$ cat config.mk
export PLATFORM = sky130hd
export DESIGN_NAME = bmhq_ctrl
export DESIGN_NICKNAME = d
export VERILOG_FILES = /design/src/sv/bmhq_pkg.sv /design/src/sv/bmhq_ctrl.sv
export SDC_FILE = /design/constraint.sdc
export NUM_CORES = 1
export LEC_CHECK = 0
export BUFFER_PORTS_ARGS = -buffer_cell sky130_fd_sc_hd__buf_2
export CAP_MARGIN = 40
export CORE_AREA = 2 2 39 41
export DETAILED_ROUTE_END_ITERATION = 6
export DIE_AREA = 0 0 41 43
export PLACE_DENSITY = 0.6
export SETUP_SLACK_MARGIN = 0.15
export SLEW_MARGIN = 20
export SYNTH_ARGS = -nofsm -noshare
export SYNTH_HDL_FRONTEND = slang
export SYNTH_SLANG_ARGS = --single-unit
$ cat constraint.sdc
create_clock -name clk -period 2.6 [get_ports clk]
set_clock_uncertainty 0.15 [all_clocks]
set_input_delay 0.52 -clock clk [delete_from_list [all_inputs] [get_ports clk]]
set_output_delay 0.52 -clock clk [all_outputs]
set_load 0.02 [all_outputs]
$ cat src/sv/bmhq_pkg.sv
// Package for the binary min-heap queue: transaction structs, heap entry type,
// controller states, command and status structs, and code constants.
// Depends on nothing; every other file of the block imports it.
package bmhq_pkg;

	localparam int KEY_W = 32;
	localparam int PAY_W = 32;
	localparam int OCC_W = 11;
	localparam int STS_W = 2;

	localparam logic KIND_PUSH = 1'b0;
	localparam logic KIND_POP = 1'b1;

	localparam logic [STS_W-1:0] ST_OK = 2'd0;
	localparam logic [STS_W-1:0] ST_FULL = 2'd1;
	localparam logic [STS_W-1:0] ST_EMPTY = 2'd2;

	typedef struct packed {
		logic kind;
		logic [KEY_W-1:0] key_in;
		logic [PAY_W-1:0] payload_in;
	} in_t;

	typedef struct packed {
		logic [KEY_W-1:0] key_out;
		logic [PAY_W-1:0] payload_out;
		logic popped;
		logic [STS_W-1:0] status;
		logic [OCC_W-1:0] occupancy;
	} out_t;

	typedef struct packed {
		logic [KEY_W-1:0] key;
		logic [PAY_W-1:0] payload;
	} entry_t;

	typedef enum logic [2:0] {
		S_IDLE,
		S_UP,
		S_UP_CMP,
		S_POP_ROOT,
		S_POP_LAST,
		S_DN,
		S_DN_CMP,
		S_RESULT
	} state_t;

	typedef struct packed {
		logic start_push;
		logic start_pop;
		logic set_full;
		logic set_empty;
		logic cap_root;
		logic cap_last;
		logic up_read;
		logic up_move;
		logic dn_read;
		logic dn_move;
		logic put_x;
		logic load_out;
	} cmd_t;

	typedef struct packed {
		logic full;
		logic empty;
		logic pos_zero;
		logic lc_in;
		logic up_stop;
		logic dn_pick;
		logic out_busy;
	} sts_t;

endpackage

$ cat src/sv/bmhq_ctrl.sv
// Controller state machine of the binary min-heap queue.
// Sequences push sift-up and pop sift-down steps; depends on bmhq_pkg.
module bmhq_ctrl (
	input logic clk,
	input logic arst_n,
	input logic in_valid,
	output logic in_ready,
	input logic in_kind,
	input logic out_ready,
	input bmhq_pkg::sts_t sts,
	output bmhq_pkg::cmd_t cmd
);
	import bmhq_pkg::*;

	state_t state_q;
	state_t state_d;

	always_ff @(posedge clk or negedge arst_n) begin
		if (!arst_n) begin
			state_q <= S_IDLE;
		end else begin
			state_q <= state_d;
		end
	end

	always_comb begin
		state_d = state_q;
		cmd = '0;
		in_ready = 1'b0;
		unique case (state_q)
			S_IDLE: begin
				in_ready = 1'b1;
				if (in_valid) begin
					if (in_kind == KIND_PUSH) begin
						if (sts.full) begin
							cmd.set_full = 1'b1;
							state_d = S_RESULT;
						end else begin
							cmd.start_push = 1'b1;
							state_d = S_UP;
						end
					end else begin
						if (sts.empty) begin
							cmd.set_empty = 1'b1;
							state_d = S_RESULT;
						end else begin
							cmd.start_pop = 1'b1;
							state_d = S_POP_ROOT;
						end
					end
				end
			end
			S_UP: begin
				if (sts.pos_zero) begin
					cmd.put_x = 1'b1;
					state_d = S_RESULT;
				end else begin
					cmd.up_read = 1'b1;
					state_d = S_UP_CMP;
				end
			end
			S_UP_CMP: begin
				if (sts.up_stop) begin
					cmd.put_x = 1'b1;
					state_d = S_RESULT;
				end else begin
					cmd.up_move = 1'b1;
					state_d = S_UP;
				end
			end
			S_POP_ROOT: begin
				cmd.cap_root = 1'b1;
				state_d = S_POP_LAST;
			end
			S_POP_LAST: begin
				cmd.cap_last = 1'b1;
				state_d = S_DN;
			end
			S_DN: begin
				if (!sts.lc_in) begin
					cmd.put_x = 1'b1;
					state_d = S_RESULT;
				end else begin
					cmd.dn_read = 1'b1;
					state_d = S_DN_CMP;
				end
			end
			S_DN_CMP: begin
				if (sts.dn_pick) begin
					cmd.dn_move = 1'b1;
					state_d = S_DN;
				end else begin
					cmd.put_x = 1'b1;
					state_d = S_RESULT;
				end
			end
			S_RESULT: begin
				if (!sts.out_busy || out_ready) begin
					cmd.load_out = 1'b1;
					state_d = S_IDLE;
				end
			end
			default: begin
				state_d = S_IDLE;
			end
		endcase
	end

endmodule

==> impl_results.html, run 1 <==
<table>
<tr><th>Metric</th><th>Value</th></tr>
<tr><th colspan="2">STA</th></tr>
<tr><td>Worst rel slew slack</td><td>between 70% and 80%</td></tr>
<tr><td>Worst slew pin tran</td><td>~420 ps</td></tr>
<tr><td>Number of pins exceeding their max-slew limit in the final report</td><td>0</td></tr>
<tr><td>Number of setup violations in the final report</td><td>0</td></tr>
<tr><td>Hold violation count in the final report</td><td>0</td></tr>
<tr><td>Setup tns final</td><td>0 ps</td></tr>
<tr><td>Max Freq</td><td>0.4703 GHz</td></tr>
<tr><td>Min Clock Period, post-route</td><td>roughly 2100 ps</td></tr>
<tr><td>RSZ-0062 raised after global routing</td><td>false</td></tr>
<tr><td>Period utilization</td><td>between 80% and 90%</td></tr>
<tr><th colspan="2">Pwr</th></tr>
<tr><td>Leakage power total</td><td>roughly 0.28 nW</td></tr>
<tr><td>Pwr Density</td><td>945.9 nW/µm²</td></tr>
<tr><td>Total chip power</td><td>0.4911 mW</td></tr>
<tr><td>Peak supply drop</td><td>between 0.3 and 0.4 mV</td></tr>
<tr><th colspan="2">Cells and area</th></tr>
<tr><td>Max reg flops</td><td>3</td></tr>
<tr><td>Register containing the most flip-flops in the final layout</td><td>state_q</td></tr>
<tr><td>Largest registers</td><td>state_q: 3 flops</td></tr>
<tr><td>Share of cells above drive strength 1</td><td>between 50% and 60%</td></tr>
<tr><td>Synth-to-layout area growth</td><td>37.87%</td></tr>
<tr><td>Most frequent standard cell in the layout excluding fill and tap cells</td><td>sky130_fd_sc_hd__buf_2</td></tr>
<tr><td>Final net count</td><td>81</td></tr>
<tr><td>Fill cell total of the finished layout</td><td>between 100 and 150</td></tr>
<tr><td>Antenna diode count</td><td>0</td></tr>
<tr><td>Leading cell types in the layout, fill and taps excluded</td><td>24 x sky130_fd_sc_hd__buf_2, 5 x sky130_fd_sc_hd__and2b_1, 3 x sky130_fd_sc_hd__nor3b_1, 3 x sky130_fd_sc_hd__clkbuf_4, 3 x sky130_fd_sc_hd__dfrtp_1</td></tr>
<tr><th colspan="2">GRT</th></tr>
<tr><td>Largest net degree at the start of global routing</td><td>16</td></tr>
<tr><td>Initial antenna violation count</td><td>0</td></tr>
<tr><td>Remaining Overflow, GRT</td><td>0</td></tr>
<tr><td>Total track usage</td><td>between 10% and 20%</td></tr>
<tr><td>Global-route wire length before repair</td><td>around 1.3 mm</td></tr>
<tr><td>Number of global-route vias before repair</td><td>~330</td></tr>
<tr><th colspan="2">Outcome</th></tr>
<tr><td>Result of the run</td><td>finished, final reports clean</td></tr>
<tr><th colspan="2">Synth</th></tr>
<tr><td>Synthesized Nets</td><td>between 50 and 60</td></tr>
<tr><td>Synth Register Bits</td><td>3</td></tr>
<tr><td>Dominant cell type by area after synthesis</td><td>sky130_fd_sc_hd__dfrtp_1</td></tr>
<tr><td>Synth top area cells</td><td>sky130_fd_sc_hd__dfrtp_1 20%, sky130_fd_sc_hd__and2b_1 10%, sky130_fd_sc_hd__buf_6 9.0%, sky130_fd_sc_hd__nor3b_2 6.6%, sky130_fd_sc_hd__nor3b_1 6.0%</td></tr>
<tr><td>Share of Yosys cell area claimed by the top area cell type</td><td>between 10% and 20%</td></tr>
<tr><td>Combinational family with the most area after synthesis</td><td>simple AND/OR/NAND/NOR gates</td></tr>
<tr><td>Compound-cell area share of the yosys netlist</td><td>16.94%</td></tr>
<tr><td>Number of library cell types mapped by synthesis</td><td>23</td></tr>
<tr><td>Post-synthesis cell count</td><td>between 40 and 50</td></tr>
<tr><td>Post-Synth XOR/XNOR Area</td><td>0%</td></tr>
<tr><td>Adder-Cell Fraction of Synth Area</td><td>0%</td></tr>
<tr><td>Mapped cell area</td><td>~380 µm²</td></tr>
<tr><td>Multiplexer area fraction after synthesis</td><td>around 2.7%</td></tr>
<tr><td>Number of synthesis warnings</td><td>0</td></tr>
<tr><td>Mean Syn Cell Area</td><td>between 8 and 9 µm²</td></tr>
<tr><td>Sequential area share after synthesis</td><td>around a fifth</td></tr>
<tr><td>Basic-gate share of the synthesized area counting and, or, nand and nor cells</td><td>about half</td></tr>
<tr><th colspan="2">Die</th></tr>
<tr><td>Total Die Area</td><td>between 1500 and 2000 µm²</td></tr>
<tr><td>Die H</td><td>between 40 and 50 µm</td></tr>
<tr><td>Site Rows</td><td>14</td></tr>
<tr><td>IO Pins</td><td>25</td></tr>
<tr><td>CORE AREA</td><td>1384 µm²</td></tr>
<tr><td>Die outline width</td><td>about 40 µm</td></tr>
<tr><td>Starting utilization of the core area</td><td>27.22%</td></tr>
<tr><th colspan="2">Clocking</th></tr>
<tr><td>Reg clk slew, reported paths</td><td>roughly 40 ps</td></tr>
<tr><td>Number of H-tree levels</td><td>1</td></tr>
<tr><td>Number of buffers between clock root and the deepest sink</td><td>2</td></tr>
<tr><td>Insertion delay of the later-clocked pin in the worst-skew pair</td><td>230 ps</td></tr>
<tr><td>Number of buffers inserted to repair setup after CTS</td><td>0</td></tr>
<tr><td>Num CTS Buffers</td><td>3</td></tr>
<tr><td>Clock tree from TritonCTS</td><td>yes</td></tr>
<tr><td>Cell chosen for the clock root</td><td>sky130_fd_sc_hd__clkbuf_4</td></tr>
<tr><td>Sinks on Clock Net</td><td>3</td></tr>
<tr><th colspan="2">Detailed routing</th></tr>
<tr><td>Overall routed net length</td><td>just over 800 µm</td></tr>
<tr><td>Post-route antenna net violation count</td><td>0</td></tr>
<tr><td>Wire length per cell</td><td>9.857 µm</td></tr>
<tr><td>Count of vias placed by the detailed router</td><td>slightly below 400</td></tr>
<tr><td>Count of routing violations after the opening detailed-route iteration</td><td>3</td></tr>
<tr><td>Drt first pass iters</td><td>2</td></tr>
<tr><td>Vias per Instance</td><td>~4.7</td></tr>
<tr><td>DRC violations left</td><td>0</td></tr>
<tr><th colspan="2">Place</th></tr>
<tr><td>Half-perimeter wire length after detailed placement</td><td>around 670 µm</td></tr>
<tr><td>Final RePlAce weighted congestion</td><td>slightly above 0.7</td></tr>
<tr><td># port buffers</td><td>24</td></tr>
<tr><th colspan="2">Job</th></tr>
<tr><td>Max_cap viols</td><td>0</td></tr>
<tr><th colspan="2">Worst setup path</th></tr>
<tr><td>Worst setup EP type</td><td>primary output</td></tr>
<tr><td>Data arrival at the endpoint of the critical path</td><td>1460 ps</td></tr>
<tr><td>Critical path type</td><td>reg2out</td></tr>
<tr><td>Data required time at the worst endpoint</td><td>1930 ps</td></tr>
<tr><td>Type of element launching the critical path</td><td>register</td></tr>
<tr><td>Largest fanout on the critical path</td><td>15</td></tr>
<tr><th colspan="2">Min path</th></tr>
<tr><td>Worst hold path type</td><td>in2async</td></tr>
</table>
## logic make-up (layout without fill, tap and decap cells)
family | after synthesis | count (layout)
and+or+nand+nor | 26 | 26
AOI/OAI and AO/OA | 9 | 9
DFF | 3 | 3
buffers and inverters | 3 | 29
muxes | 1 | 1
## metrics by stage
step / util (%) / hold slack (ps) / cell area, µm² / worst slack [ps] / cells
floorplan: - / 74.41 / 376.6 / 524.4 / 42
global route: 37.52 / 475.7 / 519.2 / 358.8 / 84
CTS: 37.52 / 450.9 / 519.2 / 457.5 / 84
global placement: 34.90 / 165.5 / 483.0 / 719.0 / 79
detailed placement: 34.90 / 168.7 / 483.0 / 712.1 / 79
finish: 37.52 / 459.3 / 519.2 / 473.8 / 84
## repair_timing
action,CTS,global route
resized for setup,0,0
endpoints found under the hold margin,3,0
hold buffers,1,0
## where the power goes
group          internal, mW  switching, mW  leakage [nW]
clock network        0.0575         0.0232        0.0150
logic                 0.132          0.137         0.236
registers            0.0698         0.0720        0.0339
total                 0.259          0.232         0.285
## synth_stat cells
library cell               number
sky130_fd_sc_hd__nor3b_1        3
sky130_fd_sc_hd__and4_1         1
sky130_fd_sc_hd__nand2_1        2
sky130_fd_sc_hd__and3_1         2
sky130_fd_sc_hd__nand2_2        2
sky130_fd_sc_hd__a31oi_1        2
sky130_fd_sc_hd__nor2b_1        2
sky130_fd_sc_hd__a21oi_1        1
sky130_fd_sc_hd__nor3_4         1
sky130_fd_sc_hd__and2b_1        5
sky130_fd_sc_hd__o21ba_1        2
sky130_fd_sc_hd__o21bai_1       1
sky130_fd_sc_hd__mux2i_1        1
sky130_fd_sc_hd__and3_4         1
sky130_fd_sc_hd__nor3_1         1
sky130_fd_sc_hd__nor4_1         1
sky130_fd_sc_hd__o221ai_1       1
sky130_fd_sc_hd__o21ai_1        2
sky130_fd_sc_hd__nor3b_2        2
sky130_fd_sc_hd__nor2_1         2
sky130_fd_sc_hd__dfrtp_1        3
sky130_fd_sc_hd__buf_6          3
sky130_fd_sc_hd__and2b_2        1
## cell type report
type / count / area (µm²) / area share [%]
flip-flops and latches: 3 / 75.07 / 14.46
repair buffers: 25 / 130.1 / 25.06
clock buffers: 4 / 26.28 / 5.060
multi-input cells: 36 / 267.8 / 51.57
well taps: 16 / 20.02 / 3.855
## worst max-delay path, cell delays in order, from the launching register on
cell and delay [ps]:
sky130_fd_sc_hd__dfrtp_1 590, sky130_fd_sc_hd__and2b_1 230, sky130_fd_sc_hd__o21ai_1 160, sky130_fd_sc_hd__nand2_1 80, sky130_fd_sc_hd__buf_2 160
## layer usage
layer  track usage [%]  up-vias  wire length (µm)
met2             14.37       12               417
met4             10.00        0                 0
li1                  -      207                 -
met1             14.10      174               369
met3             1.571        0                41
met5                 0        -                 0
## worst paths after layout
check	slack (ps)	startpoint	cells past startpoint	to
setup / recovery	470	state_q[2]$_DFFE_PN0P_	4	cmd[1]
hold / removal	460	arst_n	2	state_q[1]$_DFFE_PN0P_
setup reg to reg	1230	state_q[2]$_DFFE_PN0P_	3	state_q[0]$_DFFE_PN0P_
hold reg to reg	570	state_q[0]$_DFFE_PN0P_	1	state_q[0]$_DFFE_PN0P_
max in group asynchronous	1730	arst_n	2	state_q[0]$_DFFE_PN0P_
min in group clk	470	in_valid	3	state_q[0]$_DFFE_PN0P_
No activity file was read; power rests on OpenSTA's default activity.
==> run 2: changes to the inputs <==
Settings changed: PLACE_DENSITY 0.6 to 0.62.
Clock period 2.6 ns to 1.9 ns, I/O delays scaled along.
==> run 2 against run 1 <==
Against the previous run: hold slack got worse by 150 ps; sequential share of layout area down 3.4 points; power grew 94%; clock-buffer cell count did not move; critical endpoint is now cmd[10].
==> impl_results.html, run 2 (synthesis gave the netlist of run 1 again) <==
<table>
<tr><th>Metric</th><th>Value</th></tr>
<tr><th colspan="2">Outcome</th></tr>
<tr><td>Result of the run</td><td>finished, final reports clean</td></tr>
<tr><th colspan="2">STA</th></tr>
<tr><td>Hold violation count in the final report</td><td>0 (unchanged)</td></tr>
<tr><td>Final hold slack</td><td>310.4 ps (-148.9 ps)</td></tr>
<tr><td>Max Freq</td><td>around 0.53 GHz</td></tr>
<tr><td>Worst-case setup margin in the final layout</td><td>1.716 ps (-472.1 ps)</td></tr>
<tr><td>Number of pins exceeding their max-slew limit in the final report</td><td>0 (unchanged)</td></tr>
<tr><td>RSZ-0062 raised after global routing</td><td>true</td></tr>
<tr><td>Number of setup violations in the final report</td><td>0 (unchanged)</td></tr>
<tr><td>Min Clock Period, post-route</td><td>1898 ps</td></tr>
<tr><td>Worst slew pin tran</td><td>356.8 ps (-66.80 ps)</td></tr>
<tr><td>Worst rel slew slack</td><td>75.99% (+4.2 points)</td></tr>
<tr><td>Period utilization</td><td>99.91%</td></tr>
<tr><th colspan="2">Cells and area</th></tr>
<tr><td>Largest registers</td><td>state_q: 3 flops</td></tr>
<tr><td>Synth-to-layout area growth</td><td>89.70%</td></tr>
<tr><td>Final cell count without fillers</td><td>95 (+13%)</td></tr>
<tr><td>Leading cell types in the layout, fill and taps excluded</td><td>14 x sky130_fd_sc_hd__buf_2, 11 x sky130_fd_sc_hd__buf_4, 10 x sky130_fd_sc_hd__buf_6</td></tr>
<tr><td>Share of cells above drive strength 1</td><td>68.35% (+18 points)</td></tr>
<tr><td>Layout Utilization</td><td>51.63% (+14 points)</td></tr>
<tr><td>Register containing the most flip-flops in the final layout</td><td>state_q</td></tr>
<tr><td>Antenna diode count</td><td>0 (unchanged)</td></tr>
<tr><td>Max reg flops</td><td>3 (unchanged)</td></tr>
<tr><td>Most frequent standard cell in the layout excluding fill and tap cells</td><td>sky130_fd_sc_hd__buf_2</td></tr>
<tr><td>Final net count</td><td>92 (+14%)</td></tr>
<tr><th colspan="2">Clocking</th></tr>
<tr><td>Number of buffers between clock root and the deepest sink</td><td>2 (unchanged)</td></tr>
<tr><td>Reg clk slew, reported paths</td><td>40 ps (about the same)</td></tr>
<tr><td>Cell chosen for the clock root</td><td>sky130_fd_sc_hd__clkbuf_4</td></tr>
<tr><td>Sinks on Clock Net</td><td>3 (unchanged)</td></tr>
<tr><td>Number of H-tree levels</td><td>1 (unchanged)</td></tr>
<tr><td>Clock tree from TritonCTS</td><td>yes</td></tr>
<tr><td>Insertion delay of the later-clocked pin in the worst-skew pair</td><td>240 ps (about the same)</td></tr>
<tr><td>Num CTS Buffers</td><td>3 (unchanged)</td></tr>
<tr><th colspan="2">Die</th></tr>
<tr><td>IO Pins</td><td>25 (unchanged)</td></tr>
<tr><td>Die outline width</td><td>41 µm (unchanged)</td></tr>
<tr><td>Site Rows</td><td>14 (unchanged)</td></tr>
<tr><td>Die H</td><td>43 µm (unchanged)</td></tr>
<tr><td>CORE AREA</td><td>1384 µm² (unchanged)</td></tr>
<tr><td>Total Die Area</td><td>1763 µm² (unchanged)</td></tr>
<tr><td>Starting utilization of the core area</td><td>27.22% (unchanged)</td></tr>
<tr><th colspan="2">GRT</th></tr>
<tr><td>Global-route met2 utilization</td><td>19.69% (+5.3 points)</td></tr>
<tr><td>Met3 Track Usage GR</td><td>1.571% (unchanged)</td></tr>
<tr><td>Remaining Overflow, GRT</td><td>0 (unchanged)</td></tr>
<tr><td>Total track usage</td><td>13.34% (+2.5 points)</td></tr>
<tr><td>Initial antenna violation count</td><td>0 (unchanged)</td></tr>
<tr><td>Global-route wire length before repair</td><td>1.628 mm (+28%)</td></tr>
<tr><td>Largest net degree at the start of global routing</td><td>7 (-9)</td></tr>
<tr><td>Busiest layer in global routing</td><td>met2</td></tr>
<tr><td>GRT met1 Usage</td><td>17.63% (+3.5 points)</td></tr>
<tr><td>Number of global-route vias before repair</td><td>415 (+27%)</td></tr>
<tr><th colspan="2">Detailed routing</th></tr>
<tr><td>Overall routed net length</td><td>1.112 mm (+34%)</td></tr>
<tr><td>DRC violations left</td><td>0 (unchanged)</td></tr>
<tr><td>Count of vias placed by the detailed router</td><td>448 (+14%)</td></tr>
<tr><td>Post-route antenna net violation count</td><td>0 (unchanged)</td></tr>
<tr><td>Vias per Instance</td><td>4.716 (+0.80%)</td></tr>
<tr><td>Drt first pass iters</td><td>4 (+2)</td></tr>
<tr><td>Wire length per cell</td><td>11.71 µm (+19%)</td></tr>
<tr><td>Count of routing violations after the opening detailed-route iteration</td><td>5 (+2)</td></tr>
<tr><th colspan="2">Pwr</th></tr>
<tr><td>Share of power burned in combinational logic</td><td>69.7% (+15 points)</td></tr>
<tr><td>Leakage power total</td><td>0.3654 nW (+28%)</td></tr>
<tr><td>Peak supply drop</td><td>0.5975 mV (+57%)</td></tr>
<tr><td>P_sw</td><td>0.3951 mW (+70%)</td></tr>
<tr><td>Total chip power</td><td>0.9507 mW (+94%)</td></tr>
<tr><td>Power share of the sequential group</td><td>17.9% (-11 points)</td></tr>
<tr><td>Share of power burned in the clock network</td><td>12.4% (-4.0 points)</td></tr>
<tr><td>Pwr Density</td><td>1331 nW/µm² (+41%)</td></tr>
<tr><td>Pint</td><td>0.5556 mW (+110%)</td></tr>
<tr><td>Net switching share of the total power</td><td>41.56% (-5.7 points)</td></tr>
<tr><th colspan="2">Worst setup path</th></tr>
<tr><td>Buffers plus inverters on the worst setup path</td><td>1 (unchanged)</td></tr>
<tr><td>Data required time at the worst endpoint</td><td>1370 ps (-560 ps)</td></tr>
<tr><td>Worst setup EP type</td><td>primary output</td></tr>
<tr><td>Critical-path cell list</td><td>nor3_4 -&gt; nand2_4 -&gt; nor3b_4 -&gt; buf_6</td></tr>
<tr><td>Cell with the largest stage delay on the worst path</td><td>sky130_fd_sc_hd__dfrtp_2</td></tr>
<tr><td>Type of element launching the critical path</td><td>register</td></tr>
<tr><td>Crit-path max cell delay</td><td>440 ps (-150 ps)</td></tr>
<tr><td>Critical path type</td><td>reg2out</td></tr>
<tr><td>Data arrival at the endpoint of the critical path</td><td>1370 ps (-90 ps)</td></tr>
<tr><td>Largest fanout on the critical path</td><td>5 (-10)</td></tr>
<tr><td>Crit-path leading delay family</td><td>simple AND/OR/NAND/NOR gates</td></tr>
<tr><th colspan="2">Min path</th></tr>
<tr><td>Worst hold path type</td><td>in2async</td></tr>
<tr><th colspan="2">Place</th></tr>
<tr><td># port buffers</td><td>24 (unchanged)</td></tr>
<tr><td>Placed insts</td><td>80 (+1.3%)</td></tr>
<tr><td>Pre-CTS worst setup slack</td><td>137.4 ps (-574.7 ps)</td></tr>
<tr><td>Final RePlAce weighted congestion</td><td>0.7638 (+7.5%)</td></tr>
<tr><th colspan="2">Job</th></tr>
<tr><td>Max_cap viols</td><td>0 (unchanged)</td></tr>
</table>
[run 2: changes by cell type in the layout (fill, tap and decap cells not counted), sizes merged]
cell  change
buf      +11
[run 2: path summary, 6_finish.rpt]
kind,from,end,slack (ps),depth (start not counted)
hold reg to reg,state_q[1]$_DFFE_PN0P_,state_q[1]$_DFFE_PN0P_,560,2
setup reg to reg,state_q[2]$_DFFE_PN0P_,state_q[0]$_DFFE_PN0P_,470,4
max in group asynchronous,arst_n,state_q[0]$_DFFE_PN0P_,1160,2
hold / removal,arst_n,state_q[2]$_DFFE_PN0P_,310,2
setup / recovery,state_q[0]$_DFFE_PN0P_,cmd[10],2,4
min in group clk,in_valid,state_q[1]$_DFFE_PN0P_,370,3
[run 2: worst reg2reg max path: stages (launching register included)]
cell and delay, ps:
sky130_fd_sc_hd__dfrtp_2 460, sky130_fd_sc_hd__buf_6 150, sky130_fd_sc_hd__buf_4 130, sky130_fd_sc_hd__nor4_1 330, sky130_fd_sc_hd__a31oi_1 80
[run 2: final cells by class]
type | instances | area [µm²]
Multi-Input combinational cell | 36 | 314.1
Sequential cell | 3 | 78.83
Fill cell | 130 | 669.4
Clock buffer | 4 | 26.28
Tap cell | 16 | 20.02
Timing Repair Buffer | 36 | 275.3
[run 2: timing repair]
action,4_1_cts,5_1_grt
pin swaps,6,3
setup buffers,9,1
hold endpoints to repair,3,0
gates resized for setup,20,9
setup endpoints to repair,12,11
cloned,0,0
hold buffers,1,0
[run 2: routing by layer]
metal  up-vias  part of all wire [%]
met3         2                   4.2
met4         0                  0.90
met2        12                    52
met5         -                     0
li1        224                     -
met1       210                    42
[run 2: power groups by stage]
stage | logic, mW | clock network (mW) | registers, mW
2_1_floorplan | 0.395 | 0 | 0.128
3_3_place_gp | 0.401 | 0 | 0.185
4_1_cts | 0.604 | 0.119 | 0.165
6_report | 0.663 | 0.117 | 0.171
5_1_grt | 0.712 | 0.131 | 0.174
3_5_place_dp | 0.405 | 0 | 0.185
[run 2: stage by stage]
step           TNS [ps]  instance area [µm²]
2_1_floorplan         0                399.1
3_3_place_gp          0                513.0
3_5_place_dp          0                513.0
4_1_cts               0                671.9
5_1_grt          -166.3                714.4
6_report              0                714.4
